[config.mk]
export PLATFORM = sky130hd
export DESIGN_NAME = ascii_polar_to_cartesian_parser_core
export DESIGN_NICKNAME = d
export VERILOG_FILES = /design/src/hdl/p2c_pkg.sv /design/src/hdl/ascii_polar_to_cartesian_parser_core.sv
export SDC_FILE = /design/constraint.sdc
export NUM_CORES = 2
export LEC_CHECK = 0
export BUFFER_PORTS_ARGS = -buffer_cell sky130_fd_sc_hd__buf_2
export CAP_MARGIN = 20
export CORE_MARGIN = 3
export CORE_UTILIZATION = 65
export CTS_CLUSTER_DIAMETER = 80
export DETAILED_ROUTE_END_ITERATION = 7
export MAX_ROUTING_LAYER = met4
export PLACE_DENSITY = 0.81
export SLEW_MARGIN = 40
export SYNTH_ARGS = -nofsm -noshare
export SYNTH_HDL_FRONTEND = slang
export SYNTH_SLANG_ARGS = --single-unit
[constraint.sdc]
create_clock -name aclk -period 17.51 [get_ports aclk]
set_input_delay 3.502 -clock aclk [delete_from_list [all_inputs] [get_ports aclk]]
set_output_delay 3.502 -clock aclk [all_outputs]
set_load 0.01 [all_outputs]
[src/hdl/p2c_pkg.sv]
// ----------------------------------------------------------------------------
// p2c_pkg
// shared constants, character codes, status codes and the sine table for the
// polar to cartesian line parser
// ----------------------------------------------------------------------------
package p2c_pkg;

    // widths
    localparam int DIST_WIDTH     = 16;
    localparam int TRIG_FRAC_BITS = 16;
    localparam int TABLE_BITS     = 30;
    localparam int ANGLE_W        = 9;
    localparam int OUT_W          = 16;

    // largest distance magnitude kept
    localparam logic [DIST_WIDTH-1:0] DIST_LIMIT = {1'b0, {(DIST_WIDTH-1){1'b1}}};

    // recurrence seeds, units of 2^-30
    localparam longint SIN1_Q30 = 64'sd18739379;
    localparam longint COS1_Q30 = 64'sd1073578288;

    // character codes
    localparam logic [7:0] CHAR_NL    = 8'h0A;
    localparam logic [7:0] CHAR_TAB   = 8'h09;
    localparam logic [7:0] CHAR_VT    = 8'h0B;
    localparam logic [7:0] CHAR_FF    = 8'h0C;
    localparam logic [7:0] CHAR_CR    = 8'h0D;
    localparam logic [7:0] CHAR_SPACE = 8'h20;
    localparam logic [7:0] CHAR_PLUS  = 8'h2B;
    localparam logic [7:0] CHAR_COMMA = 8'h2C;
    localparam logic [7:0] CHAR_MINUS = 8'h2D;
    localparam logic [7:0] CHAR_ZERO  = 8'h30;
    localparam logic [7:0] CHAR_NINE  = 8'h39;

    // status codes
    localparam logic [1:0] ST_OK         = 2'd0;
    localparam logic [1:0] ST_NO_ANGLE   = 2'd1;
    localparam logic [1:0] ST_NO_DIST    = 2'd2;
    localparam logic [1:0] ST_DIST_OVFL  = 2'd3;

    typedef logic [TRIG_FRAC_BITS:0] trig_entry_t;
    typedef trig_entry_t trig_tab_t [0:90];

    // sin(k degrees), k = 0..90, built by angle addition at elaboration
    function automatic trig_tab_t build_trig_tab();
        trig_tab_t tab;
        longint    s;
        longint    c;
        longint    ns;
        longint    nc;
        longint    v;
        longint    one;
        longint    half;
        int        sh;
        one  = longint'(1) << TABLE_BITS;
        half = longint'(1) << (TABLE_BITS - 1);
        sh   = TABLE_BITS - TRIG_FRAC_BITS;
        s    = 0;
        c    = one;
        for (int k = 0; k <= 90; k++) begin
            v = s;
            if (sh > 0) begin
                v = (v + (longint'(1) << (sh - 1))) >>> sh;
            end
            tab[k] = trig_entry_t'(v);
            ns = (s * COS1_Q30 + c * SIN1_Q30 + half) >>> TABLE_BITS;
            nc = c * COS1_Q30 - s * SIN1_Q30 + half;
            nc = (nc < 0) ? longint'(0) : (nc >>> TABLE_BITS);
            if (ns > one) begin
                ns = one;
            end
            if (nc > one) begin
                nc = one;
            end
            s = ns;
            c = nc;
        end
        return tab;
    endfunction

    localparam trig_tab_t TRIG_TAB = build_trig_tab();

endpackage

[src/hdl/ascii_polar_to_cartesian_parser_core.sv]
// ----------------------------------------------------------------------------
// ascii_polar_to_cartesian_parser_core
// text line parser for "angle,distance" that emits one cartesian point per line
// ----------------------------------------------------------------------------
// The core takes one received character per word on the s_ channel and emits
// one point word on the m_ channel for every newline that closes a line holding
// a comma. Both fields are read like strtol (leading blanks, optional sign,
// decimal digits, the rest of the field ignored); the angle is kept modulo 360
// and the distance is limited to 2^(DIST_WIDTH-1)-1 with an overflow flag. A
// character is accepted every cycle: it lands in an input register, the parse
// update moves it into the line state registers, and the sine table lookup and
// multiply run from those into the result register, which a closing newline
// loads from the input register. The only stall is a point waiting in a full result
// register while m_ready is low; then a newline that would emit holds in the
// input register and s_ready drops. Status 0 is ok, 1 no angle digits, 2 no
// distance digits, 3 distance overflow; on any non-zero status x and y are 0.
// Empty lines and lines without a comma emit nothing.
// ----------------------------------------------------------------------------
module ascii_polar_to_cartesian_parser_core (
    input  logic                     aclk,
    input  logic                     aresetn,
    // character input
    input  logic                     s_valid,
    output logic                     s_ready,
    input  logic [7:0]               s_rx_byte,
    // point output
    output logic                     m_valid,
    input  logic                     m_ready,
    output logic signed [15:0]       m_point_x,
    output logic signed [15:0]       m_point_y,
    output logic [1:0]               m_status
);

    localparam int DW   = p2c_pkg::DIST_WIDTH;
    localparam int TF   = p2c_pkg::TRIG_FRAC_BITS;
    localparam int AW   = p2c_pkg::ANGLE_W;
    localparam int PW   = DW + TF + 1;   // product width

    // line parse phases
    typedef enum logic [2:0] {
        PH_A_WS   = 3'd0,
        PH_A_NUM  = 3'd1,
        PH_A_REST = 3'd2,
        PH_R_WS   = 3'd3,
        PH_R_NUM  = 3'd4,
        PH_R_REST = 3'd5
    } phase_t;

    // input register
    logic            in_valid_reg;
    logic [7:0]      in_byte_reg;

    // line state
    phase_t          phase_reg,      phase_next;
    logic [AW-1:0]   angle_reg,      angle_next;
    logic            angle_neg_reg,  angle_neg_next;
    logic            angle_dig_reg,  angle_dig_next;
    logic [DW-1:0]   range_reg,      range_next;
    logic            range_neg_reg,  range_neg_next;
    logic            range_dig_reg,  range_dig_next;
    logic            range_ovf_reg,  range_ovf_next;

    // result register
    logic            out_valid_reg;
    logic [15:0]     out_x_reg,      out_x_next;
    logic [15:0]     out_y_reg,      out_y_next;
    logic [1:0]      out_st_reg,     out_st_next;

    // handshake and flow
    logic            is_newline;
    logic            emits;          // word in input register makes a point
    logic            out_free;       // result register can take a point
    logic            in_move;        // input register word is consumed now
    logic            load_out;

    // character classes
    logic            is_digit;
    logic            is_space;
    logic            is_sign;
    logic [3:0]      digit_val;

    // angle digit step: (angle*10 + d) mod 360, input below 3600
    logic [11:0]     angle_acc;
    logic [AW-1:0]   angle_mod;

    // distance digit step
    logic [DW+3:0]   range_acc;

    // quadrant split
    logic [1:0]      quad;
    logic [6:0]      quad_rem;
    logic [6:0]      quad_comp;
    p2c_pkg::trig_entry_t tab_r;
    p2c_pkg::trig_entry_t tab_c;
    p2c_pkg::trig_entry_t t_sin;
    p2c_pkg::trig_entry_t t_cos;
    logic            sin_neg;
    logic            cos_neg;
    logic [PW-1:0]   prod_x;
    logic [PW-1:0]   prod_y;

    // scale the product down and saturate to 16 bits with the sign applied
    function automatic logic [15:0] scale_sat(input logic [PW-1:0] prod, input logic neg);
        logic [32:0] v;
        logic [16:0] m;
        v = 33'(prod >> TF);
        if (neg) begin
            m = (v > 33'd32768) ? 17'd32768 : v[16:0];
            return 16'(17'd0 - m);
        end
        return (v > 33'd32767) ? 16'd32767 : v[15:0];
    endfunction

    // ------------------------------------------------------------------
    // flow control
    // ------------------------------------------------------------------
    assign is_newline = (in_byte_reg == p2c_pkg::CHAR_NL);
    // any phase past the comma, unused codes included
    assign emits      = is_newline && (phase_reg != PH_A_WS) && (phase_reg != PH_A_NUM)
                        && (phase_reg != PH_A_REST);
    assign out_free   = !out_valid_reg || m_ready;
    assign in_move    = in_valid_reg && (!emits || out_free);
    assign load_out   = in_move && emits;
    assign s_ready    = !in_valid_reg || in_move;

    assign m_valid    = out_valid_reg;
    assign m_point_x  = out_x_reg;
    assign m_point_y  = out_y_reg;
    assign m_status   = out_st_reg;

    // ------------------------------------------------------------------
    // character classification
    // ------------------------------------------------------------------
    assign is_digit  = (in_byte_reg >= p2c_pkg::CHAR_ZERO) && (in_byte_reg <= p2c_pkg::CHAR_NINE);
    assign digit_val = 4'(in_byte_reg - p2c_pkg::CHAR_ZERO);
    assign is_sign   = (in_byte_reg == p2c_pkg::CHAR_PLUS) || (in_byte_reg == p2c_pkg::CHAR_MINUS);
    assign is_space  = (in_byte_reg == p2c_pkg::CHAR_SPACE) || (in_byte_reg == p2c_pkg::CHAR_TAB)
                    || (in_byte_reg == p2c_pkg::CHAR_VT) || (in_byte_reg == p2c_pkg::CHAR_FF)
                    || (in_byte_reg == p2c_pkg::CHAR_CR);

    // angle accumulate, reduced by the largest multiple of 360 that fits
    assign angle_acc = 12'(angle_reg) * 12'd10 + 12'(digit_val);

    always_comb begin
        logic [11:0] rem;
        rem = angle_acc;
        for (int k = 1; k <= 9; k++) begin
            if (angle_acc >= 12'(360 * k)) begin
                rem = angle_acc - 12'(360 * k);
            end
        end
        angle_mod = rem[AW-1:0];
    end

    // distance accumulate, magnitude kept at or under its limit
    assign range_acc = (DW+4)'(range_reg) * (DW+4)'(10) + (DW+4)'(digit_val);

    // ------------------------------------------------------------------
    // parse update
    // ------------------------------------------------------------------
    always_comb begin
        phase_next     = phase_reg;
        angle_next     = angle_reg;
        angle_neg_next = angle_neg_reg;
        angle_dig_next = angle_dig_reg;
        range_next     = range_reg;
        range_neg_next = range_neg_reg;
        range_dig_next = range_dig_reg;
        range_ovf_next = range_ovf_reg;

        if (is_newline) begin
            // line done, start afresh
            phase_next     = PH_A_WS;
            angle_next     = '0;
            angle_neg_next = 1'b0;
            angle_dig_next = 1'b0;
            range_next     = '0;
            range_neg_next = 1'b0;
            range_dig_next = 1'b0;
            range_ovf_next = 1'b0;
        end else begin
            unique case (phase_reg)
                PH_A_WS: begin
                    if (in_byte_reg == p2c_pkg::CHAR_COMMA) begin
                        phase_next = PH_R_WS;
                    end else if (is_space) begin
                        phase_next = PH_A_WS;
                    end else if (is_sign) begin
                        angle_neg_next = (in_byte_reg == p2c_pkg::CHAR_MINUS);
                        phase_next     = PH_A_NUM;
                    end else if (is_digit) begin
                        angle_next     = AW'(digit_val);
                        angle_dig_next = 1'b1;
                        phase_next     = PH_A_NUM;
                    end else begin
                        phase_next = PH_A_REST;
                    end
                end
                PH_A_NUM: begin
                    if (is_digit) begin
                        angle_next     = angle_mod;
                        angle_dig_next = 1'b1;
                    end else if (in_byte_reg == p2c_pkg::CHAR_COMMA) begin
                        phase_next = PH_R_WS;
                    end else begin
                        phase_next = PH_A_REST;
                    end
                end
                PH_A_REST: begin
                    if (in_byte_reg == p2c_pkg::CHAR_COMMA) begin
                        phase_next = PH_R_WS;
                    end
                end
                PH_R_WS: begin
                    if (is_space) begin
                        phase_next = PH_R_WS;
                    end else if (is_sign) begin
                        range_neg_next = (in_byte_reg == p2c_pkg::CHAR_MINUS);
                        phase_next     = PH_R_NUM;
                    end else if (is_digit) begin
                        range_next     = DW'(digit_val);
                        range_dig_next = 1'b1;
                        phase_next     = PH_R_NUM;
                    end else begin
                        phase_next = PH_R_REST;
                    end
                end
                PH_R_NUM: begin
                    if (is_digit) begin
                        range_dig_next = 1'b1;
                        if (range_acc > (DW+4)'(p2c_pkg::DIST_LIMIT)) begin
                            range_next     = p2c_pkg::DIST_LIMIT;
                            range_ovf_next = 1'b1;
                        end else begin
                            range_next = range_acc[DW-1:0];
                        end
                    end else begin
                        phase_next = PH_R_REST;
                    end
                end
                default: begin
                    // rest of the distance is ignored
                end
            endcase
        end
    end

    // ------------------------------------------------------------------
    // point computation
    // ------------------------------------------------------------------
    always_comb begin
        if (angle_reg >= AW'(270)) begin
            quad     = 2'd3;
            quad_rem = 7'(angle_reg - AW'(270));
        end else if (angle_reg >= AW'(180)) begin
            quad     = 2'd2;
            quad_rem = 7'(angle_reg - AW'(180));
        end else if (angle_reg >= AW'(90)) begin
            quad     = 2'd1;
            quad_rem = 7'(angle_reg - AW'(90));
        end else begin
            quad     = 2'd0;
            quad_rem = 7'(angle_reg);
        end
    end

    assign quad_comp = 7'd90 - quad_rem;
    assign tab_r     = p2c_pkg::TRIG_TAB[quad_rem];
    assign tab_c     = p2c_pkg::TRIG_TAB[quad_comp];
    // odd quadrants swap sine and cosine
    assign t_sin     = quad[0] ? tab_c : tab_r;
    assign t_cos     = quad[0] ? tab_r : tab_c;
    assign sin_neg   = quad[1];
    assign cos_neg   = quad[1] ^ quad[0];

    assign prod_x    = PW'(range_reg) * PW'(t_cos);
    assign prod_y    = PW'(range_reg) * PW'(t_sin);

    always_comb begin
        out_x_next = '0;
        out_y_next = '0;
        priority if (!angle_dig_reg) begin
            out_st_next = p2c_pkg::ST_NO_ANGLE;
        end else if (!range_dig_reg) begin
            out_st_next = p2c_pkg::ST_NO_DIST;
        end else if (range_ovf_reg) begin
            out_st_next = p2c_pkg::ST_DIST_OVFL;
        end else begin
            out_st_next = p2c_pkg::ST_OK;
            out_x_next  = scale_sat(prod_x, cos_neg ^ range_neg_reg);
            // negative angle mirrors y
            out_y_next  = scale_sat(prod_y, sin_neg ^ range_neg_reg ^ angle_neg_reg);
        end
    end

    // ------------------------------------------------------------------
    // registers
    // ------------------------------------------------------------------
    always_ff @(posedge aclk) begin
        if (!aresetn) begin
            in_valid_reg  <= 1'b0;
            out_valid_reg <= 1'b0;
            phase_reg     <= PH_A_WS;
            angle_reg     <= '0;
            angle_neg_reg <= 1'b0;
            angle_dig_reg <= 1'b0;
            range_reg     <= '0;
            range_neg_reg <= 1'b0;
            range_dig_reg <= 1'b0;
            range_ovf_reg <= 1'b0;
        end else begin
            // input register
            if (s_valid && s_ready) begin
                in_valid_reg <= 1'b1;
            end else if (in_move) begin
                in_valid_reg <= 1'b0;
            end

            // line state advances with each consumed word
            if (in_move) begin
                phase_reg     <= phase_next;
                angle_reg     <= angle_next;
                angle_neg_reg <= angle_neg_next;
                angle_dig_reg <= angle_dig_next;
                range_reg     <= range_next;
                range_neg_reg <= range_neg_next;
                range_dig_reg <= range_dig_next;
                range_ovf_reg <= range_ovf_next;
            end

            // result register
            if (load_out) begin
                out_valid_reg <= 1'b1;
            end else if (m_ready) begin
                out_valid_reg <= 1'b0;
            end
        end
    end

    // payload registers, no reset
    always_ff @(posedge aclk) begin
        if (s_valid && s_ready) begin
            in_byte_reg <= s_rx_byte;
        end
        if (load_out) begin
            out_x_reg  <= out_x_next;
            out_y_reg  <= out_y_next;
            out_st_reg <= out_st_next;
        end
    end

    // ------------------------------------------------------------------
    // assertions
    // ------------------------------------------------------------------
    a_angle_reduced: assert property (@(posedge aclk) disable iff (!aresetn)
        angle_reg < AW'(360))
        else $error("angle residue not reduced");

    a_range_limited: assert property (@(posedge aclk) disable iff (!aresetn)
        range_reg <= p2c_pkg::DIST_LIMIT)
        else $error("distance magnitude above limit");

    a_no_overwrite: assert property (@(posedge aclk) disable iff (!aresetn)
        (out_valid_reg && !m_ready) |-> !load_out)
        else $error("unread point overwritten");

    a_line_restart: assert property (@(posedge aclk) disable iff (!aresetn)
        (in_move && is_newline) |=> (phase_reg == PH_A_WS) && !angle_dig_reg && !range_dig_reg)
        else $error("line state not cleared after newline");

    a_error_zero: assert property (@(posedge aclk) disable iff (!aresetn)
        (out_valid_reg && (out_st_reg != p2c_pkg::ST_OK))
            |-> (out_x_reg == '0) && (out_y_reg == '0))
        else $error("error point carries coordinates");

endmodule
### Word-level counts from Yosys, hierarchy flattened

Memories as Yosys holds them, arrays and structs flattened.
Cells that the tools add are included.
Widths: inputs -> output; s select.

* flip-flop bits (word level): 77
* memory bits (read-only): 4352
* bits of input ports: 12
* output and inout bits: 36
* memories: 2

* add/sub/neg operators: 18
* multiply operators: 4
* magnitude comparators: 21
* equality and inequality tests: 29
* muxes and demuxes: 92
* bitwise gates (word level): 8
* reductions and logical operators: 40

Memory list
* (no name shown): words 128, width 17, read ports 1, clocked after Yosys merged registers in 0, wr ports 0, RTL line ascii_polar_to_cartesian_parser_core.sv:269 `assign tab_c = p2c_pkg::TRIG_TAB[quad_comp];`
* (no name shown): words 128, width 17, read ports 1, clocked after Yosys merged registers in 0, wr ports 0, RTL line ascii_polar_to_cartesian_parser_core.sv:268 `assign tab_r = p2c_pkg::TRIG_TAB[quad_rem];`

Operators with widths (number)
* $mux 16: 14
* $mux 9: 15
* $mux 17: 6
* $mul 16x17->33: 2
* $ge 12x12->1 const B: 4
* $sub 9x9->9 const B: 5
* $eq 8x4->1 const B: 5
* $ge 12x11->1 const B: 3
* $mux 1: 36
* $ne 3x3->1 const B: 12
* $gt 17x15->1 const B: 2
* $gt 17x16->1 const B: 2
* $eq 8x6->1 const B: 4
* $pmux 16 s2: 1
* $sub 1x16->16 const A: 2
* $mux 7: 3
* $add 20x4->20: 1
* $gt 20x15->1 const B: 1
* $mul 16x3->19 const B: 1
* $pmux 9 s2: 1
* $sub 9x8->9 const B: 2
* $ge 8x8->1 const B: 2
* $mux 2: 8
* $not 7->8: 2
* 39 further kinds: 78

### Depth between registers and ports, before layout

* depth after elaboration: 16
* mapped depth: 67
* depth with buffers taken out: 57

### Worst setup path after synthesis

OpenSTA, ideal clock, no wires.

* path type: reg-to-reg
* start point: register angle_reg[2]
* end point: register out_y_reg[12] (netlist: m_point_y[12]), data pin
* data arrival time: 14.024 ns
* slack: 3.214 ns
* stages on the path, launching flop included: 61
* period minus slack after synthesis: 14.296 ns
* cell sequence: dfxtp_1 clkbuf_1 inv_1 ha_1 nand3b_1 a41oi_2 a21oi_1 a22o_1 inv_2 buf_2 clkbuf_1 clkbuf_1 buf_1 ha_1 nor2b_1 or2_2 clkbuf_1 nand2_1 [25 not listed] inv_1 or3_1 o21ai_1 xor2_1 nand2_1 or2_2 nor4_1 a41oi_2 or2_2 ha_1 clkbuf_1 nand2b_1 nor3b_1 nor2b_1 a21oi_1 o21ai_0 mux2i_1 a21oi_1

* word-level cells in the longest chain between the ends: 16
* elaborated cells on any way between the ends: 36
* those cells by class: add/sub (5); mul (1); order compare (5); mux (19); bitwise (4); memory (2)

RTL lines
* start, declared: RTL line ascii_polar_to_cartesian_parser_core.sv:55 `logic [AW-1:0] angle_reg, angle_next;`
* start signal, assigned: RTL line ascii_polar_to_cartesian_parser_core.sv:322 `angle_reg <= angle_next;`
* $ge 9x7->1 or $sub 7x7->7 (tied branches): RTL line ascii_polar_to_cartesian_parser_core.sv:258, ascii_polar_to_cartesian_parser_core.sv:260
* $mux 7: RTL line ascii_polar_to_cartesian_parser_core.sv:258 `end else if (angle_reg >= AW'(90)) begin`
* $mux 7: RTL line ascii_polar_to_cartesian_parser_core.sv:255 `end else if (angle_reg >= AW'(180)) begin`
* $mux 7: RTL line ascii_polar_to_cartesian_parser_core.sv:252 `if (angle_reg >= AW'(270)) begin`
* $sub 7x7->7: RTL line ascii_polar_to_cartesian_parser_core.sv:267 `assign quad_comp = 7'd90 - quad_rem;`
* $not 7->8 (implied by the code): RTL line ascii_polar_to_cartesian_parser_core.sv:269
* $mem_v2 128x17
* $mux 17 (implied by the code) (2 in a row): RTL line ascii_polar_to_cartesian_parser_core.sv:269
* $mux 17: RTL line ascii_polar_to_cartesian_parser_core.sv:271 `assign t_sin = quad[0] ? tab_c : tab_r;`
* $mul 16x17->33: RTL line ascii_polar_to_cartesian_parser_core.sv:277 `assign prod_y = PW'(range_reg) * PW'(t_sin);`
* $gt 17x16->1: RTL line ascii_polar_to_cartesian_parser_core.sv:108 `m = (v > 33'd32768) ? 17'd32768 : v[16:0];`
* $mux 16: RTL line ascii_polar_to_cartesian_parser_core.sv:108
* $sub 1x16->16: RTL line ascii_polar_to_cartesian_parser_core.sv:109 `return 16'(17'd0 - m);`
* $mux 16: RTL line ascii_polar_to_cartesian_parser_core.sv:107 `if (neg) begin`
* $mux 16 *: RTL line ascii_polar_to_cartesian_parser_core.sv:111 `return (v > 33'd32767) ? 16'd32767 : v[15:0];`
* end signal, assigned: RTL line ascii_polar_to_cartesian_parser_core.sv:347 `out_y_reg <= out_y_next;`
* end, declared: RTL line ascii_polar_to_cartesian_parser_core.sv:66 `logic [15:0] out_y_reg, out_y_next;`

Mark *: on every way between the ends. The rest lies on a longest branch, timed or not. The select of a mux whose other input is x is not followed.
A chain may end at the register's enable or synchronous reset.

### Final worst setup path

* start point: register angle_reg[1]
* end point: register out_x_reg[8] (netlist: m_point_x[8]), data pin

* word-level cells in the longest chain between the ends: 16
* elaborated cells on any way between the ends: 36
* those cells by class: add/sub (5); mul (1); order compare (5); mux (19); bitwise (4); memory (2)

RTL lines
* $ge 9x7->1 or $sub 7x7->7 (tied branches): RTL line ascii_polar_to_cartesian_parser_core.sv:258, ascii_polar_to_cartesian_parser_core.sv:260
* $mux 7: RTL line ascii_polar_to_cartesian_parser_core.sv:258
* $mux 7: RTL line ascii_polar_to_cartesian_parser_core.sv:255
* $mux 7: RTL line ascii_polar_to_cartesian_parser_core.sv:252
* $sub 7x7->7: RTL line ascii_polar_to_cartesian_parser_core.sv:267
* $not 7->8 (implied by the code): RTL line ascii_polar_to_cartesian_parser_core.sv:269
* $mem_v2 128x17
* $mux 17 (implied by the code) (2 in a row): RTL line ascii_polar_to_cartesian_parser_core.sv:269
* $mux 17: RTL line ascii_polar_to_cartesian_parser_core.sv:272 `assign t_cos = quad[0] ? tab_r : tab_c;`
* $mul 16x17->33: RTL line ascii_polar_to_cartesian_parser_core.sv:276 `assign prod_x = PW'(range_reg) * PW'(t_cos);`
* $gt 17x16->1: RTL line ascii_polar_to_cartesian_parser_core.sv:108
* $mux 16: RTL line ascii_polar_to_cartesian_parser_core.sv:108
* $sub 1x16->16: RTL line ascii_polar_to_cartesian_parser_core.sv:109
* $mux 16: RTL line ascii_polar_to_cartesian_parser_core.sv:107
* $mux 16 *: RTL line ascii_polar_to_cartesian_parser_core.sv:111
* end signal, assigned: RTL line ascii_polar_to_cartesian_parser_core.sv:346 `out_x_reg <= out_x_next;`
* end, declared: RTL line ascii_polar_to_cartesian_parser_core.sv:65 `logic [15:0] out_x_reg, out_x_next;`

Marks and branches as above.

==> results.py <==
metrics = {
    "sta": {
        "finalCritPeriodShare_pct": 89.9,
        "final-setup-viol-count": 0,
        "clock-skew-final_ps": 28.8,
        "rsz0062_at_grt": "false",
        "max_freq_ghz": 0.0635,
        "drv_slew": 0,
        "min_period_ps": 15740,
        "tightest_slew_ps": 1000,
        "tns_ps": 0,
        "slew_headroom_pct": 33.2,
        "hold_viol_final": 0,
    },
    "detailed_routing": {
        "wl_um": 91400,
        "routedWlPerCell_um": 20.4,
        "drt_iter0_markers": 2968,
        "viasPerCell": 6.50,
        "antenna_left": 0,
        "vias": 29200,
        "route.detailed.drc": 0,
        "firstDrtPassIters": 7,
    },
    "finish": {
        "final_area_um2": 32200,
        "syn_to_final_growth_pct": 3.40,
        "fin_nets": 4603,
        "layout-drive-gt1-share_pct": 5.70,
    },
    "worst_setup_path": {
        "critPathBufInv": 8,
        "cp_data_arrival_time_ps": 15940,
        "cpPeakStageDelay_ps": 680,
        "worstPathMaxFanout": 51,
        "critical_path.top_delay_family": "compound AO/OA/AOI/OAI gates",
        "required_ps": 17720,
        "r2r_slack_ps": 1770,
        "worst_setup_path_end_kind": "register",
        "startpoint_type": "register",
        "crit_type": "register to register",
        "r2r_cells": 56,
        "crit_path_top_delay_cell": "dfxtp_1",
        "path_depth": 56,
    },
    "logic_synthesis": {
        "synthTopCellsByArea": "fa_1, ha_1, inv_1, nand2_1, and2_1",
        "syn_nets": 4726,
        "ys_async_sr_fraction_pct": 0,
        "syn_inst": 3997,
        "ys_types": 100,
        "yosysSeqAreaShare_pct": 6.30,
        "synth_edf_count": 42,
        "synth_area_um2": 31100,
        "synth_area_per_cell_um2": 7.79,
        "netlist.area_leader.share_pct": 26.9,
        "synth-seq-cells": 77,
        "synth_flop_cell": "edfxtp_1",
        "yosysWarnings": 0,
        "synth.largest_area_cell": "fa_1",
    },
    "clock_network": {
        "holdBufCountCts": 0,
        "cts_tree": "done",
        "cts-buffers-inserted": 9,
        "cts.clk_slew.worst_paths_ps": 80,
        "clk_latency_ps": 400,
        "h-tree-depth": 3,
        "cts.sinks": 77,
        "clock_tree.buffer_depth": 2,
        "ctsResizeCount": 0,
        "cts_root_buf": "clkbuf_16",
        "cts_setup_buffers": 0,
    },
    "run": {
        "max-cap-violations": 0,
    },
    "placement": {
        "post-dp-hpwl_um": 67600,
        "port_buffers": 47,
        "routabilityCongestion": 1.08,
        "place_area_um2": 31800,
    },
    "grt": {
        "grt_usage_pct": 37.7,
        "grt_pass1_vias": 29300,
        "grt_max_degree": 71,
        "grt.overflow.total": 0,
        "antenna_found_initial": 0,
        "grt_pass1_wl_um": 150000,
    },
    "outcome": {
        "status": "completed",
    },
    "power": {
        "power_density_nw_per_um2": 14.3,
        "total_power_mw": 0.459,
        "ir_drop_mv": 0.0722,
        "p_leak_nw": 15.2,
    },
    "floorplanning": {
        "die_x_um": 225,
        "coreArea_um2": 47000,
        "rows": 79,
        "initial_core_util_pct": 66.3,
        "fp.dieH_um": 225,
        "dieArea_um2": 50500,
        "ios": 48,
    },
    "worst_hold_path": {
        "hold_class": "register to register",
        "holdPathStages": 1,
    },
}
metrics by stage:
stage | std cells | hold slack, ps | util [%] | worst slack (ps)
global route | 4486 | 539 | 68.5 | 985
global placement | 4468 | 490 | 67.5 | 1800
CTS | 4486 | 510 | 68.4 | 1680
floorplan | 3997 | 465 | - | 3210
detailed placement | 4470 | 483 | 67.8 | 1740
finish | 4487 | 503 | 68.5 | 1770
synth_stat cells (22+ instances only):
cell type,count
nand2b_1,40
and2_1,235
nor2b_1,82
a211oi_1,49
and3_1,24
nor3_1,63
ha_1,299
xor2_1,34
fa_1,418
nand4_1,28
xnor2_1,61
nor2_1,198
inv_1,552
mux2i_1,31
a21oi_1,250
a31oi_1,47
nand2_1,505
edfxtp_1,42
buf_1,22
clkbuf_1,220
dfxtp_1,35
a21o_1,61
o21ai_0,157
o21bai_1,31
nand3_1,86
o211ai_1,45
worst paths after layout:
path | to | start
hold reg to reg | m_status[0]$_SDFFCE_PN1P_ | angle_dig_reg$_SDFFE_PN0P_
setup reg to reg | m_point_x[8]$_SDFFCE_PP0P_ | angle_reg[1]$_SDFFE_PN0P_
hold / removal | m_status[0]$_SDFFCE_PN1P_ | angle_dig_reg$_SDFFE_PN0P_
setup / recovery | m_point_x[8]$_SDFFCE_PP0P_ | angle_reg[1]$_SDFFE_PN0P_
kinds of logic after synthesis:
| family | share of synthesized area, % |
|---|---|
| buffers and inverters | 10.0 |
| AOI/OAI and AO/OA | 19.3 |
| adders and majority gates | 38.9 |
| DFF | 6.30 |
| xor gates and xnor gates | 2.75 |
| and+or+nand+nor | 21.5 |
| muxes | 1.21 |
layer usage:
layer,vias to the layer above,global-route usage [%],share of wire (%)
met2,1740,59.2,46
met4,0,18.8,5.7
met3,401,7.53,10
met5,-,-,0
met1,13900,46.8,38
li1,13100,-,-
cell usage in the layout, fill, tap and decap left out, types with 13 or more instances in the layout:
master	n
inv_1	552
nand2_1	505
fa_1	418
ha_1	296
a21oi_1	250
and2_1	235
nor2_1	196
o21ai_0	153
nand3_1	86
nor2b_1	82
buf_4	77
a21o_1	61
nor3_1	60
xnor2_1	59
a211oi_1	48
buf_2	47
a31oi_1	46
o211ai_1	45
edfxtp_1	42
nand2b_1	40
dfxtp_1	33
xor2_1	31
o21bai_1	31
nand4_1	28
mux2i_1	28
and3_1	24
or3_1	18
a221oi_1	17
o31ai_1	16
o22ai_1	16
o221ai_1	15
a211o_1	14
nor4_1	14
o21a_1	13
a21boi_0	13
nor3b_1	13
report_power, final:
group | total (mW) | switching (mW) | leakage, nW | internal (mW)
registers | 0.195 | 0.00378 | 0.604 | 0.191
logic | 0.0556 | 0.0380 | 14.4 | 0.0175
clock network | 0.208 | 0.106 | 0.152 | 0.103
area by class of cell:
class	count	area (um2)
Antenna cell	1	2.50
Clock buffer	9	225
Clock inverter	7	83.8
Fill cell	3837	14800
Inverter	555	2080
Sequential cell	77	1960
Multi-Input combinational cell	3105	26200
Timing Repair Buffer	126	843
Tap cell	607	759
No activity file was read; power rests on OpenSTA's default activity.
